===== src/debounced_button_pwm_duty_stepper_assert.svh =====
// Assertion macros used by the duty stepper RTL (dbps_stepper).
// No dependencies; the bodies are empty when SYNTH is defined.
`ifndef DEBOUNCED_BUTTON_PWM_DUTY_STEPPER_ASSERT_SVH
`define DEBOUNCED_BUTTON_PWM_DUTY_STEPPER_ASSERT_SVH
`ifndef SYNTH
`define DBPS_ASSERT_ALWAYS(label, clk, rst_n, cond) \
    label: assert property (@(posedge clk) disable iff (!rst_n) (cond)) \
        else $error("dbps assertion failed");
`define DBPS_ASSERT_IMPLIES(label, clk, rst_n, ante, cons) \
    label: assert property (@(posedge clk) disable iff (!rst_n) (ante) |-> (cons)) \
        else $error("dbps assertion failed");
`define DBPS_ASSERT_NEXT(label, clk, rst_n, ante, cons) \
    label: assert property (@(posedge clk) disable iff (!rst_n) (ante) |=> (cons)) \
        else $error("dbps assertion failed");
`else
`define DBPS_ASSERT_ALWAYS(label, clk, rst_n, cond)
`define DBPS_ASSERT_IMPLIES(label, clk, rst_n, ante, cons)
`define DBPS_ASSERT_NEXT(label, clk, rst_n, ante, cons)
`endif
`endif


===== src/dbps_pkg.sv =====
// Types, register indexes and reset constants of the PWM duty stepper.
// No dependencies.
package dbps_pkg;

    localparam int CFG_INDEX_BITS = 8;
    localparam int CFG_DATA_BITS  = 16;

    localparam logic [CFG_INDEX_BITS-1:0] CFG_PWM_PERIOD     = 8'd0;
    localparam logic [CFG_INDEX_BITS-1:0] CFG_DUTY_STEP      = 8'd1;
    localparam logic [CFG_INDEX_BITS-1:0] CFG_MAX_STEPS      = 8'd2;
    localparam logic [CFG_INDEX_BITS-1:0] CFG_DEBOUNCE_TICKS = 8'd3;

    localparam logic [15:0] RST_PWM_PERIOD     = 16'd1000;
    localparam logic [15:0] RST_DUTY_STEP      = 16'd100;
    localparam logic [7:0]  RST_MAX_STEPS      = 8'd10;
    localparam logic [15:0] RST_DEBOUNCE_TICKS = 16'd50000;
    localparam logic [15:0] RST_DUTY_COMPARE   = 16'd500;
    localparam logic [7:0]  RST_STEP_COUNT     = 8'd5;
    localparam logic [15:0] DUTY_MAX           = 16'hFFFF;

    localparam logic [1:0] PHASE_CODE_IDLE    = 2'd0;
    localparam logic [1:0] PHASE_CODE_PRESS   = 2'd1;
    localparam logic [1:0] PHASE_CODE_HELD    = 2'd2;
    localparam logic [1:0] PHASE_CODE_RELEASE = 2'd3;

    typedef enum logic [3:0] {
        PH_IDLE    = 4'b0001,
        PH_PRESS   = 4'b0010,
        PH_HELD    = 4'b0100,
        PH_RELEASE = 4'b1000
    } phase_t;

    typedef struct packed {
        logic [15:0] duty_step;
        logic [7:0]  max_steps;
        logic [15:0] debounce_ticks;
    } step_cfg_t;

    typedef struct packed {
        logic [15:0] duty;
        logic [7:0]  steps;
        logic [1:0]  phase;
    } step_view_t;

    function automatic logic [1:0] phase_code(input phase_t ph);
        logic [1:0] code;
        case (ph)
            PH_IDLE:    code = PHASE_CODE_IDLE;
            PH_PRESS:   code = PHASE_CODE_PRESS;
            PH_HELD:    code = PHASE_CODE_HELD;
            PH_RELEASE: code = PHASE_CODE_RELEASE;
            default:    code = PHASE_CODE_IDLE;
        endcase
        return code;
    endfunction

endpackage


===== src/dbps_if.sv =====
// Valid/ready channel interfaces of the PWM duty stepper.
// Depends on dbps_pkg for the configuration port widths.
interface dbps_in_if;
    logic valid;
    logic ready;
    logic button_level;

    modport source (output valid, output button_level, input ready);
    modport sink (input valid, input button_level, output ready);
endinterface

interface dbps_out_if;
    logic        valid;
    logic        ready;
    logic        pwm_out;
    logic        led_on;
    logic [15:0] duty_level;
    logic [7:0]  press_steps;
    logic [1:0]  debounce_phase;

    modport source (output valid, output pwm_out, output led_on, output duty_level,
                    output press_steps, output debounce_phase, input ready);
    modport sink (input valid, input pwm_out, input led_on, input duty_level,
                  input press_steps, input debounce_phase, output ready);
endinterface

interface dbps_cfg_if;
    logic                               valid;
    logic                               ready;
    logic [dbps_pkg::CFG_INDEX_BITS-1:0] index;
    logic [dbps_pkg::CFG_DATA_BITS-1:0]  data;

    modport source (output valid, output index, output data, input ready);
    modport sink (input valid, input index, input data, output ready);
endinterface


===== src/debounced_button_pwm_duty_stepper.sv =====
// Top level of the PWM generator with a debounced duty step button.
// Depends on dbps_pkg, dbps_if and dbps_stepper.
//
// Every input beat is one timer tick carrying the active-low button level, and it
// yields exactly one result beat: the PWM level, the LED level, and the duty compare,
// step count and debounce phase after that tick. A beat is taken in every clock cycle
// while the result register is empty or being drained; the tick's work is one pass of
// compare and increment logic from the state registers into the result register, so
// the result appears in the cycle after its input beat. Configuration writes are taken
// at any time, one per cycle.
module debounced_button_pwm_duty_stepper #(
    parameter int COUNTER_BITS = 16
) (
    input  logic           clk,
    input  logic           rst_n,
    dbps_in_if.sink        button,
    dbps_out_if.source     result,
    dbps_cfg_if.sink       cfg
);

    localparam int CMP_BITS = (COUNTER_BITS > 16) ? COUNTER_BITS : 16;

    logic [15:0] pwm_period_reg;
    logic [15:0] duty_step_reg;
    logic [7:0]  max_steps_reg;
    logic [15:0] debounce_ticks_reg;

    logic [COUNTER_BITS-1:0] counter_reg, counter_next;
    logic [CMP_BITS-1:0]     counter_ext, period_ext, duty_ext;

    logic                  accept;
    logic                  pwm_level;
    dbps_pkg::step_cfg_t   step_cfg;
    dbps_pkg::step_view_t  view;

    logic        res_valid_reg;
    logic        res_pwm_reg;
    logic        res_led_reg;
    logic [15:0] res_duty_reg;
    logic [7:0]  res_steps_reg;
    logic [1:0]  res_phase_reg;

    assign cfg.ready = 1'b1;

    always_ff @(posedge clk or negedge rst_n)
    begin
        if (!rst_n)
        begin
            pwm_period_reg     <= dbps_pkg::RST_PWM_PERIOD;
            duty_step_reg      <= dbps_pkg::RST_DUTY_STEP;
            max_steps_reg      <= dbps_pkg::RST_MAX_STEPS;
            debounce_ticks_reg <= dbps_pkg::RST_DEBOUNCE_TICKS;
        end
        else if (cfg.valid)
        begin
            case (cfg.index)
                dbps_pkg::CFG_PWM_PERIOD:     pwm_period_reg     <= cfg.data;
                dbps_pkg::CFG_DUTY_STEP:      duty_step_reg      <= cfg.data;
                dbps_pkg::CFG_MAX_STEPS:      max_steps_reg      <= cfg.data[7:0];
                dbps_pkg::CFG_DEBOUNCE_TICKS: debounce_ticks_reg <= cfg.data;
                default:
                begin
                end
            endcase
        end
    end

    assign accept = button.valid && button.ready;
    assign button.ready = !res_valid_reg || result.ready;

    assign step_cfg.duty_step      = duty_step_reg;
    assign step_cfg.max_steps      = max_steps_reg;
    assign step_cfg.debounce_ticks = debounce_ticks_reg;

    dbps_stepper u_stepper (
        .clk     (clk),
        .rst_n   (rst_n),
        .step_en (accept),
        .btn     (button.button_level),
        .cfg     (step_cfg),
        .view    (view)
    );

    assign counter_ext = CMP_BITS'(counter_reg);
    assign period_ext  = CMP_BITS'(pwm_period_reg);
    assign duty_ext    = CMP_BITS'(view.duty);

    // A compare at or above the period (a zero period included) holds the output high.
    assign pwm_level = (duty_ext >= period_ext) || (counter_ext < duty_ext);

    always_comb
    begin
        if (counter_ext >= period_ext)
        begin
            counter_next = '0;
        end
        else
        begin
            counter_next = counter_reg + COUNTER_BITS'(1);
        end
    end

    always_ff @(posedge clk or negedge rst_n)
    begin
        if (!rst_n)
        begin
            counter_reg   <= '0;
            res_valid_reg <= 1'b0;
        end
        else
        begin
            if (accept)
            begin
                counter_reg <= counter_next;
            end
            if (accept)
            begin
                res_valid_reg <= 1'b1;
            end
            else if (result.ready)
            begin
                res_valid_reg <= 1'b0;
            end
        end
    end

    always_ff @(posedge clk)
    begin
        if (accept)
        begin
            res_pwm_reg   <= pwm_level;
            res_led_reg   <= !button.button_level;
            res_duty_reg  <= view.duty;
            res_steps_reg <= view.steps;
            res_phase_reg <= view.phase;
        end
    end

    assign result.valid          = res_valid_reg;
    assign result.pwm_out        = res_pwm_reg;
    assign result.led_on         = res_led_reg;
    assign result.duty_level     = res_duty_reg;
    assign result.press_steps    = res_steps_reg;
    assign result.debounce_phase = res_phase_reg;

endmodule


===== src/dbps_stepper.sv =====
// Button debounce sequencer and duty compare stepper.
// Depends on dbps_pkg and the assertion macro header.
`include "debounced_button_pwm_duty_stepper_assert.svh"

module dbps_stepper (
    input  logic                clk,
    input  logic                rst_n,
    input  logic                step_en,
    input  logic                btn,
    input  dbps_pkg::step_cfg_t cfg,
    output dbps_pkg::step_view_t view
);

    dbps_pkg::phase_t phase_reg, phase_next;
    logic [15:0] timer_reg, timer_next;
    logic [15:0] duty_reg, duty_next;
    logic [7:0]  steps_reg, steps_next;
    logic        last_reg;
    logic [16:0] duty_sum;
    logic        timer_done;

    assign duty_sum   = {1'b0, duty_reg} + {1'b0, cfg.duty_step};
    // A timer of zero ends the interval just like a timer of one.
    assign timer_done = (timer_reg <= 16'd1);

    always_comb
    begin
        phase_next = phase_reg;
        timer_next = timer_reg;
        duty_next  = duty_reg;
        steps_next = steps_reg;
        case (phase_reg)
            dbps_pkg::PH_IDLE:
            begin
                if (last_reg && !btn)
                begin
                    timer_next = cfg.debounce_ticks;
                    phase_next = dbps_pkg::PH_PRESS;
                end
            end
            dbps_pkg::PH_PRESS:
            begin
                if (timer_done)
                begin
                    timer_next = 16'd0;
                    phase_next = dbps_pkg::PH_HELD;
                    if (steps_reg < cfg.max_steps)
                    begin
                        steps_next = steps_reg + 8'd1;
                        duty_next  = duty_sum[16] ? dbps_pkg::DUTY_MAX : duty_sum[15:0];
                    end
                    else
                    begin
                        steps_next = 8'd0;
                        duty_next  = 16'd0;
                    end
                end
                else
                begin
                    timer_next = timer_reg - 16'd1;
                end
            end
            dbps_pkg::PH_HELD:
            begin
                if (!last_reg && btn)
                begin
                    timer_next = cfg.debounce_ticks;
                    phase_next = dbps_pkg::PH_RELEASE;
                end
            end
            dbps_pkg::PH_RELEASE:
            begin
                if (timer_done)
                begin
                    timer_next = 16'd0;
                    phase_next = dbps_pkg::PH_IDLE;
                end
                else
                begin
                    timer_next = timer_reg - 16'd1;
                end
            end
            default:
            begin
                phase_next = dbps_pkg::PH_IDLE;
                timer_next = 16'd0;
            end
        endcase
    end

    always_ff @(posedge clk or negedge rst_n)
    begin
        if (!rst_n)
        begin
            phase_reg <= dbps_pkg::PH_IDLE;
            timer_reg <= 16'd0;
            duty_reg  <= dbps_pkg::RST_DUTY_COMPARE;
            steps_reg <= dbps_pkg::RST_STEP_COUNT;
            last_reg  <= 1'b1;
        end
        else if (step_en)
        begin
            phase_reg <= phase_next;
            timer_reg <= timer_next;
            duty_reg  <= duty_next;
            steps_reg <= steps_next;
            last_reg  <= btn;
        end
    end

    // The result of a beat shows the state after that beat's update.
    assign view.duty  = duty_next;
    assign view.steps = steps_next;
    assign view.phase = dbps_pkg::phase_code(phase_next);

    `DBPS_ASSERT_ALWAYS(a_phase_onehot, clk, rst_n, $onehot(phase_reg))
    `DBPS_ASSERT_IMPLIES(a_timer_idle_zero, clk, rst_n, (phase_reg == dbps_pkg::PH_IDLE || phase_reg == dbps_pkg::PH_HELD), (timer_reg == 16'd0))
    `DBPS_ASSERT_NEXT(a_hold_without_beat, clk, rst_n, !step_en, ($stable(duty_reg) && $stable(steps_reg) && $stable(phase_reg)))
    `DBPS_ASSERT_NEXT(a_press_expiry, clk, rst_n, (step_en && phase_reg == dbps_pkg::PH_PRESS && timer_done), (phase_reg == dbps_pkg::PH_HELD))

endmodule

===== src/flat_wrapper.sv =====
// flat-port wrapper written by rule: the top's interface ports become plain ports
module debounced_button_pwm_duty_stepper_flat 
#(
    parameter int COUNTER_BITS = 16
)
  (clk, rst_n, button_valid, button_button_level, button_ready, result_valid, result_pwm_out, result_led_on, result_duty_level, result_press_steps, result_debounce_phase, result_ready, cfg_valid, cfg_index, cfg_data, cfg_ready);
  dbps_in_if button_i ();
  dbps_out_if result_i ();
  dbps_cfg_if cfg_i ();
  input  logic clk;
  input  logic rst_n;
  input wire logic [$bits(button_i.valid)-1:0] button_valid;
  input wire logic [$bits(button_i.button_level)-1:0] button_button_level;
  output wire logic [$bits(button_i.ready)-1:0] button_ready;
  output wire logic [$bits(result_i.valid)-1:0] result_valid;
  output wire logic [$bits(result_i.pwm_out)-1:0] result_pwm_out;
  output wire logic [$bits(result_i.led_on)-1:0] result_led_on;
  output wire logic [$bits(result_i.duty_level)-1:0] result_duty_level;
  output wire logic [$bits(result_i.press_steps)-1:0] result_press_steps;
  output wire logic [$bits(result_i.debounce_phase)-1:0] result_debounce_phase;
  input wire logic [$bits(result_i.ready)-1:0] result_ready;
  input wire logic [$bits(cfg_i.valid)-1:0] cfg_valid;
  input wire logic [$bits(cfg_i.index)-1:0] cfg_index;
  input wire logic [$bits(cfg_i.data)-1:0] cfg_data;
  output wire logic [$bits(cfg_i.ready)-1:0] cfg_ready;
  assign button_i.valid = button_valid;
  assign button_i.button_level = button_button_level;
  assign button_ready = button_i.ready;
  assign result_valid = result_i.valid;
  assign result_pwm_out = result_i.pwm_out;
  assign result_led_on = result_i.led_on;
  assign result_duty_level = result_i.duty_level;
  assign result_press_steps = result_i.press_steps;
  assign result_debounce_phase = result_i.debounce_phase;
  assign result_i.ready = result_ready;
  assign cfg_i.valid = cfg_valid;
  assign cfg_i.index = cfg_index;
  assign cfg_i.data = cfg_data;
  assign cfg_ready = cfg_i.ready;
  debounced_button_pwm_duty_stepper #(.COUNTER_BITS(COUNTER_BITS)) u_core (.clk(clk), .rst_n(rst_n), .button(button_i), .result(result_i), .cfg(cfg_i));
endmodule

===== config.mk =====
export PLATFORM = sky130hd
export DESIGN_NAME = debounced_button_pwm_duty_stepper_flat
export DESIGN_NICKNAME = d
export VERILOG_FILES = /design/src/dbps_pkg.sv /design/src/dbps_if.sv /design/src/debounced_button_pwm_duty_stepper.sv /design/src/dbps_stepper.sv /design/src/flat_wrapper.sv
export VERILOG_INCLUDE_DIRS = /design/src /design/src/src
export SDC_FILE = /design/constraint.sdc
export NUM_CORES = 1
export LEC_CHECK = 0
export BUFFER_PORTS_ARGS = -buffer_cell sky130_fd_sc_hd__buf_2
export CORE_MARGIN = 2
export CORE_UTILIZATION = 24
export CTS_BUF_LIST = sky130_fd_sc_hd__clkbuf_8 sky130_fd_sc_hd__clkbuf_16
export CTS_CLUSTER_SIZE = 24
export DETAILED_ROUTE_END_ITERATION = 8
export SYNTH_ARGS = -nofsm -noshare
export SYNTH_HDL_FRONTEND = slang
export SYNTH_SLANG_ARGS = --single-unit

===== constraint.sdc =====
create_clock -name clk -period 4.3 [get_ports clk]
set_clock_uncertainty 0.2 [all_clocks]
set_input_delay 0.215 -clock clk [delete_from_list [all_inputs] [get_ports clk]]
set_output_delay 0.215 -clock clk [all_outputs]
set_load 0.02 [all_outputs]

# == After elaboration in Yosys (flattened, before gate mapping) ==
# Index checks and enable logic that the tools add are counted.
# totals
register_bits,146
latchBits,0
ram_bits,0
romBits,0
input_bits,30
output_inout_bits,31
elab_cells,73
mem_count,0
# op_classes
addsub,4
multipliers,0
div,0
n_lt_le_gt_ge,5
eq_ne,12
shifts,0
mux,20
n_bitwise,0
n_reduce_logical,16
# op_table
cell,count
$mux 16,8
$pmux 16 s3,1
$ge 16x16->1,2
$mux 8,3
$add 16x16->17,1
$add 16x1->16 const B,1
$eq 8x2->1 const B,2
$le 16x1->1 const B,1
$lt 16x16->1,1
$mux 4,4
$pmux 4 s4,1
$sub 16x1->16 const B,1
$add 8x1->8 const B,1
$eq 4x2->1 const B,2
$eq 4x3->1 const B,2
$eq 4x4->1 const B,2
$eq 8x1->1 const B,1
$logic_not 8->1,1
$lt 8x8->1,1
$reduce_and 2->1,4
$pmux 2 s3,1
$eq 4x1->1 const B,1
$ne 2x2->1 const B,2
$logic_and 1x1->1,3
other kinds (6),10

# == Longest topological paths before layout ==
# Gate-level depths: netlist (run 1).
# logic_depth
word_depth,7
ltp_mapped,16
ltp_nobuf,15

# == Modules after synthesis ==
# A second synthesis (run 1) with hierarchy kept.
# hier_totals
cells_unflattened,875
hier_area_um2,8587.0
# modules_own_cells
module,n_inst,cells_each,area_each_um2,seq_area_each_um2
debounced_button_pwm_duty_stepper,1,402,4924.7,2688.8
dbps_stepper,1,473,3662.3,1138.6

# == Worst setup path before layout (run 1) ==
# OpenSTA, ideal clock, no wires.
# synth_timing
path_type,reg2reg
from,register u_core.u_stepper.duty_reg[0]
to,"register u_core.res_pwm_reg (netlist: u_core.result.pwm_out), data pin"
setup_time_ns,0.273
arrival_time_ns,3.546
t_required_ns,3.827
setup_slack_ns,0.281
path_stages_with_launch,16
path_buffers,1
period_less_slack_ns,4.019
path_cell_list,dfrtp_1 > ha_1 > fa_1 > a211oi_1 > o211a_1 > nor3_1 > or2_2 > clkbuf_1 > nor3_1 > a211oi_1 > ha_1 > a21o_1 > a21oi_1 > o2111ai_1 > a221oi_1 > o211ai_1
# synth_via
elab_chain_len,7
word_cells_on_any_way,8
classes_between,add/sub: 1; order compare: 2; mux: 4; reduce/logical: 1
# synth_lines
element,line_no,rtl
"start, declared",dbps_stepper.sv:16,"logic [15:0] duty_reg, duty_next;"
"start signal, assigned",dbps_stepper.sv:97,duty_reg <= dbps_pkg::RST_DUTY_COMPARE;
"start signal, assigned",dbps_stepper.sv:105,duty_reg <= duty_next;
$add 16x16->17 (*),dbps_stepper.sv:22,"assign duty_sum = {1'b0, duty_reg} + {1'b0, cfg.duty_step};"
$mux 16 (*),dbps_stepper.sv:50,duty_next = duty_sum[16] ? dbps_pkg::DUTY_MAX : duty_sum[15:0];
$mux 16 (*),dbps_stepper.sv:47,if (steps_reg < cfg.max_steps)
$mux 16 (*),dbps_stepper.sv:43,if (timer_done)
$mux 16 (*),dbps_stepper.sv:32,case (phase_reg)
via u_core.u_stepper.duty_next[10],dbps_stepper.sv:16,
$ge 16x16->1 / $lt 16x16->1 (equally long branches),debounced_button_pwm_duty_stepper.sv:89,assign pwm_level = (duty_ext >= period_ext) || (counter_ext < duty_ext);
$logic_or 1x1->1 (*),debounced_button_pwm_duty_stepper.sv:89,
via u_core.pwm_level,debounced_button_pwm_duty_stepper.sv:32,logic pwm_level;
"end signal, assigned",debounced_button_pwm_duty_stepper.sv:131,res_pwm_reg <= pwm_level;
"end, declared",debounced_button_pwm_duty_stepper.sv:37,logic res_pwm_reg;
# Mark *: on every way through the listed nets, which the timed path passes. The rest lies on a longest branch.
# A chain may end at the register's enable or synchronous reset.

# == Worst setup path in the final report (run 1) ==
# Same ends and word-level chain as after synthesis.

==> metrics.md, run 1 <==
| Metric | Value |
|---|---|
| Root Buffer | `clkbuf_16` |
| Setup WS post-layout | `between 0.2 and 0.25 ns` |
| Setup WS pre-CTS | `around 0.062 ns` |
| Routed len/inst | `16.2 um` |
| R2r startpoint | `u_core.u_stepper.duty_reg[0]` |
| Die ar. | `0.0381 mm^2` |
| Longest Clk Path Bufs | `2` |
| Fin. Hold Viols | `0` |
| Critical Path End | `u_core.result.pwm_out` |
| Syn_nets | `1,010` |
| Min Clock Period, post-route | `~4.1 ns` |
| Post-CTS Setup Inserts | `0` |
| IO Port Bufs | `~60` |
| Req. time, crit path | `~4.3 ns` |
| Synth Flop Type | `dfrtp_1` |
| Endpoints failing setup | `0` |
| Sequential-to-total area share from yosys stat | `a little over two fifths` |
| Iter 0 DRT Violations | `500` |
| Crit Path Max Fanout | `4` |
| Post-synth cell types | `a little over 70` |
| Critical Path Sink Type | `register` |
| Antenna Violating Nets Remaining | `0` |
| Total power draw | `about 4.4 mW` |
| Fmax | `approximately 250 MHz` |
| Die Wd | `195 um` |
| I/O pin cnt | `slightly above 60` |
| Area growth syn-to-layout | `22.1%` |
| FF-to-FF setup slack | `0.23 ns` |
| Total CTS buffers | `17` |
| Hold WC Path Type | `in2reg` |
| Register bit total from synthesis | `about 150` |
| Worst r2r dst | `u_core.result.pwm_out` |
| Initial DRT Pass Iterations | `5` |
| Worst skew pair latency | `around 0.44 ns` |
| Int Pwr | `slightly below 3 mW` |
| Seq pwr share | `between 30 and 40%` |
| Post-route DRC | `0` |
| Final Max Tran Viols | `0` |
| Crit path from | `u_core.u_stepper.duty_reg[0]` |
| H-tree depth | `4` |
| Top-area cell type share of the netlist area | `between 20% and 30%` |
| Max transition margin | `between 40% and 50%` |
| Worst slew pin tran | `between 0.8 and 0.9 ns` |
| Leading cell type in the layout, fill and taps excluded | `o21ai_0` |
| RSZ-0062 raised after global routing | `no` |
| Routed vias/inst | `roughly 5` |
| Post-layout instance count excluding filler cells | `between 1k and 1.5k` |
| Outcome | `completed` |
| Nets | `between 1k and 1.5k` |
| DP Cell Count | `1,431` |
| Depth of the most critical reg-to-reg path | `13` |
| Ant diodes | `0` |
| Share of layout cells above drive strength 1 | `between 20% and 30%` |
| Largest net degree at the start of global routing | `61` |
| Final Cycle Share | `between 90% and 100%` |
| P_leak | `4.80 nW` |
| Chip height | `195 um` |
| Clk slew on worst S/H paths | `approximately 0.07 ns` |
| Mapped Avg Cell Area | `~9.7 um^2` |
| Synth area leader | `dfrtp_1` |
| DR vias | `roughly 7.3k` |
| First-pass GRT wire length | `38.4 mm` |
| Final core utilization | `around 30%` |
| Initial antenna violation count | `0` |
| Switching pwr | `approximately 1.4 mW` |
| Commonest cells after routing, fill and taps aside | `o21ai_0, dfrtp_1, nand2_1, ha_1, nor2_1` |
| Placed inst area | `0.00977 mm^2` |
| Grt total ovfl | `0` |
| Max_cap viols | `0` |
| Startpoint types | `register` |
| WHS | `roughly 0.053 ns` |
| CTS tree | `built` |
| Net Sw Frac | `about a third` |
| Hpwl dp | `roughly 18 mm` |
| Clock power share | `34.7%` |
| Area of the mapped netlist | `0.00877 mm^2` |
| CTS sink count | `approximately 150` |
| Final instance area | `~0.011 mm^2` |
| WP data arrival | `4.04 ns` |
| Cells after synthesis | `between 900 and 1k` |
| Gpl congestion | `0.840` |
| Fillers | `about 3.8k` |
| Critical path class | `reg2reg` |
| Vias in the first global route | `6,928` |
| Pwr dens | `approximately 400 mW/mm^2` |
| Total Routing Usage GR | `about 13%` |
| Syn. warnings | `0` |
| Placeable core area | `around 0.036 mm^2` |
| Row Count | `70` |
| Post-Route WL | `24.2 mm` |
| Initial Util | `about a quarter` |
| EDFF count, synth | `28` |
| Synth async-reset ratio | `between 80% and 90%` |
| Synth area leaders | `dfrtp_1, ha_1, edfxtp_1, dfstp_2, o21ai_0` |
| Gate power share | `roughly a quarter` |
| Setup total negative slack | `0 ns` |
| Max IR drop VDD | `about 0.25 mV` |
## worst min-delay path by stage
stage	slack [ns]	startpoint	endpoint	cells past startpoint
6_report	0.05	cfg_index[1]	u_core.period_ext[0]	3
2_1_floorplan	-0.28	rst_n	u_core.counter_ext[0]	0
4_1_cts	0.05	cfg_index[1]	u_core.period_ext[0]	3
5_1_grt	0.06	cfg_index[1]	u_core.period_ext[0]	3
3_5_place_dp	0.17	rst_n	u_core.counter_ext[9]	1
3_3_place_gp	0.17	rst_n	u_core.counter_ext[12]	1
## layout make-up
| type | instances | area, um^2 | share of cell area (%) |
|---|---|---|---|
| clock buffers | 17 | 425 | 3.97 |
| well taps | 468 | 586 | 5.47 |
| clock inverters | 15 | 166 | 1.55 |
| multi-input cells | 689 | 4730 | 44.2 |
| inverters | 35 | 131 | 1.23 |
| repair buffers | 122 | 843 | 7.87 |
| flip-flops and latches | 146 | 3830 | 35.7 |
## Yosys cell counts, types with 4 or more instances
| cell | instances |
|---|---|
| a211o_1 | 4 |
| a211oi_1 | 14 |
| a21o_1 | 24 |
| a21oi_1 | 58 |
| a22o_1 | 5 |
| a31oi_1 | 6 |
| and2_1 | 6 |
| and3_1 | 12 |
| clkbuf_1 | 31 |
| dfrtp_1 | 91 |
| dfstp_2 | 27 |
| edfxtp_1 | 28 |
| ha_1 | 74 |
| inv_1 | 34 |
| mux2_2 | 43 |
| nand2_1 | 82 |
| nand2b_1 | 14 |
| nand3_1 | 17 |
| nand4_1 | 14 |
| nor2_1 | 63 |
| nor2b_1 | 6 |
| nor3_1 | 20 |
| nor3b_1 | 6 |
| nor4_1 | 8 |
| o2111ai_1 | 5 |
| o211ai_1 | 9 |
| o21a_1 | 6 |
| o21ai_0 | 101 |
| o21ai_1 | 11 |
| o22ai_1 | 4 |
| or2_2 | 4 |
| xnor2_1 | 6 |
| xor2_1 | 12 |
## critical path: stages, from the launching register on
cell	delay (ns)
dfrtp_1	0.40
ha_1	0.24
fa_1	0.44
a211oi_2	0.27
o211a_1	0.19
or2_2	0.17
or4b_2	0.59
o2111ai_1	0.21
a21oi_1	0.17
ha_1	0.33
nand4_1	0.16
a21oi_1	0.08
a221oi_2	0.25
o211ai_1	0.12
## cells by family after synthesis
kind of cell | after synthesis | share of synthesized area [%]
AND/OR/NAND/NOR | 275 | 15.8
AO/OA/AOI/OAI | 274 | 19.0
flip-flops | 146 | 43.6
adder cells (fa/ha/maj) | 75 | 10.8
buffers and inverters | 70 | 3.14
multiplexers | 46 | 5.86
XOR/XNOR | 18 | 1.80
other | 1 | 0.0427
## timing repair
item,CTS,global route
resized for setup,0,14
hold endpoints to repair,99,0
endpoints found under the setup margin,0,1
hold buffers,29,0
## routing by layer
metal	routed length (um)	vias to the layer above	part of all wire (%)	GRT usage, %
li1	-	3558	-	-
met1	11100	3545	46	16.5
met2	11400	153	47	21.2
met3	939	39	3.9	2.40
met4	723	0	3.0	5.51
met5	0	-	0	0
## power groups by stage
stage / clock network, mW / logic [mW] / registers (mW)
2_1_floorplan: 0 / 0.733 / 1.69
3_3_place_gp: 0 / 1.08 / 1.71
3_5_place_dp: 0 / 1.11 / 1.71
4_1_cts: 1.54 / 1.14 / 1.69
5_1_grt: 1.60 / 1.30 / 1.71
6_report: 1.52 / 1.16 / 1.69
No activity file was read; power rests on OpenSTA's default activity.
==> run 2, diff against run 1 <==
--- a/config.mk
+++ b/config.mk
@@ -12,6 +12,7 @@
 export CTS_BUF_LIST = sky130_fd_sc_hd__clkbuf_8 sky130_fd_sc_hd__clkbuf_16
 export CTS_CLUSTER_SIZE = 24
 export DETAILED_ROUTE_END_ITERATION = 8
+export SLEW_MARGIN = 30
 export SYNTH_ARGS = -nofsm -noshare
 export SYNTH_HDL_FRONTEND = slang
 export SYNTH_SLANG_ARGS = --single-unit
==> constraint.sdc (replaced) <==
create_clock -name clk -period 5.15 [get_ports clk]
set_clock_uncertainty 0.2 [all_clocks]
set_input_delay 0.2575 -clock clk [delete_from_list [all_inputs] [get_ports clk]]
set_output_delay 0.2575 -clock clk [all_outputs]
set_load 0.02 [all_outputs]
==> metrics.md, run 2 (synthesis gave the netlist of run 1 again) <==
| Metric | Value |
|---|---|
| Final core utilization | `28.7% (-0.85 points)` |
| R2r startpoint | `u_core.u_stepper.phase_reg[1]` |
| IO Port Bufs | `59 (unchanged)` |
| Area growth syn-to-layout | `18.6%` |
| Leading cell type in the layout, fill and taps excluded | `o21ai_0` |
| Total Routing Usage GR | `13.0% (+0.12 points)` |
| WP data arrival | `4.51 ns (+0.47 ns)` |
| HP Start | `cfg_index[1]` |
| Max transition margin | `44.8% (+2.0 points)` |
| Max_cap viols | `0 (unchanged)` |
| Initial antenna violation count | `0 (unchanged)` |
| I/O pin cnt | `61 (unchanged)` |
| Row Count | `70 (unchanged)` |
| Clk slew on worst S/H paths | `0.07 ns (about the same)` |
| Worst slew pin tran | `0.825 ns (-0.0265 ns)` |
| Routed vias/inst | `4.92 (+0.57%)` |
| Endpoints failing setup | `0 (unchanged)` |
| Share of layout cells above drive strength 1 | `19.0% (-2.3 points)` |
| Largest net degree at the start of global routing | `76 (+25%)` |
| Fin. Hold Viols | `0 (unchanged)` |
| WHS | `0.184 ns (+0.131 ns)` |
| Die Wd | `195 um (unchanged)` |
| Commonest cells after routing, fill and taps aside | `o21ai_0, dfrtp_1, nand2_1, ha_1, nor2_1` |
| RSZ-0062 raised after global routing | `no` |
| Total CTS buffers | `17 (unchanged)` |
| Hold WC Path Type | `in2reg` |
| Grt total ovfl | `0 (unchanged)` |
| Chip height | `195 um (unchanged)` |
| Initial Util | `24.2% (unchanged)` |
| Hpwl dp | `18.2 mm (+0.35%)` |
| DR vias | `7,174 (-1.7%)` |
| Root Buffer | `clkbuf_16` |
| Min Clock Period, post-route | `4.54 ns (+0.468 ns)` |
| Outcome | `completed` |
| Gpl congestion | `0.863 (+2.8%)` |
| DP Cell Count | `1,407 (-1.7%)` |
| Setup total negative slack | `0 ns (unchanged)` |
| Placeable core area | `0.0363 mm^2 (unchanged)` |
| Post-layout instance count excluding filler cells | `1,459 (-2.2%)` |
| Req. time, crit path | `5.12 ns (+0.85 ns)` |
| Critical path class | `reg2reg` |
| Longest Clk Path Bufs | `2 (unchanged)` |
| Max IR drop VDD | `0.155 mV (-38%)` |
| Slowest stage delay, CP | `0.62 ns (+0.03 ns)` |
| P_leak | `4.67 nW (-2.8%)` |
| Startpoint types | `register` |
| Post-Route WL | `24.3 mm (+0.49%)` |
| CTS sink count | `146 (unchanged)` |
| Crit path from | `u_core.u_stepper.phase_reg[1]` |
| Routed len/inst | `16.6 um (+2.8%)` |
| Worst-path cell chain | `or3b_2 -> or3_4 -> nor2_1 -> buf_4 -> nand2_1 -> o21ai_0 -> ha_1 -> a21oi_1 -> nor2b_1 -> o21ai_0 -> o2111ai_1 -> a221oi_1 -> o211ai_1` |
| Crit Path Max Fanout | `18 (+14)` |
| Nets | `1,083 (-3.0%)` |
| First-pass GRT wire length | `38.8 mm (+1.2%)` |
| Fmax | `220 MHz (-10%)` |
| Post-route DRC | `0 (unchanged)` |
| Most frequent CP cell | `o21ai_0` |
| Final Cycle Share | `88.2% (-6.6 points)` |
| Iter 0 DRT Violations | `539 (+7.8%)` |
| CTS tree | `built` |
| Die ar. | `0.0381 mm^2 (unchanged)` |
| Final Max Tran Viols | `0 (unchanged)` |
| Worst skew pair latency | `0.44 ns (about the same)` |
| Critical Path Sink Type | `register` |
| Initial DRT Pass Iterations | `5 (unchanged)` |
| H-tree depth | `4 (unchanged)` |
| Antenna Violating Nets Remaining | `0 (unchanged)` |
| Ant diodes | `0 (unchanged)` |
| Pwr dens | `344 mW/mm^2 (-16%)` |
| Vias in the first global route | `7,071 (+2.1%)` |
| Slowest-stage cell, CP | `o21ai_0` |
==> run 2: cell type report <==
| class | count | area (um^2) |
|---|---|---|
| clock buffers | 17 | 425 |
| well taps | 468 | 586 |
| repair buffers | 89 | 584 |
| flip-flops and latches | 146 | 3830 |
| inverters | 35 | 131 |
| clock inverters | 15 | 173 |
| multi-input cells | 689 | 4680 |
| fillers | 3841 | 25900 |
==> run 2: per-layer routing <==
| layer | global-route usage [%] | share of wire [%] | up-vias |
|---|---|---|---|
| met3 | 2.12 | 4.1 | 37 |
| met4 | 4.95 | 2.8 | 0 |
| met5 | 0 | 0 | - |
| li1 | - | - | 3482 |
| met1 | 16.7 | 45 | 3475 |
| met2 | 21.9 | 48 | 180 |
==> run 2: timing repair <==
action                    in CTS  in global routing
setup buffers                  0                  0
resized for setup              0                  0
hold buffers                  20                  0
hold endpoints to repair     105                  0
==> run 2: power breakdown <==
part | internal [mW] | leakage, nW | total, mW | switching (mW)
Combinational | 0.335 | 2.64 | 0.879 | 0.543
Sequential | 1.30 | 1.74 | 1.42 | 0.114
Clock | 0.728 | 0.289 | 1.28 | 0.551
Total | 2.36 | 4.67 | 3.57 | 1.21
==> run 2: critical path: cells and delay by family, from the launching register on <==
kind,cells,cell delay [ns]
compound gates,6,1.53
fa+ha+maj,1,0.36
buf+inv,1,0.20
flops,1,0.55
simple gates,5,1.42
==> run 2: metrics by stage <==
step	area, um^2	power [mW]	setup WS [ns]
finish	10400	3.57	0.610
global route	10400	3.78	0.253
CTS	10400	3.60	0.643
detailed placement	9600	2.29	0.643
global placement	9590	2.27	0.735
floorplan	8770	2.03	1.13
==> run 2: final timing paths <==
kind | end | slack, ns | cells after the start
max | u_core.result.pwm_out | 0.61 | 13
min | u_core.period_ext[3] | 0.18 | 5
max reg2reg | u_core.result.pwm_out | 0.61 | 13
min reg2reg | u_core.u_stepper.duty_reg[8] | 0.28 | 2
max in group asynchronous | u_core.period_ext[7] | 3.43 | 3
min in group asynchronous | u_core.counter_ext[14] | 0.24 | 2
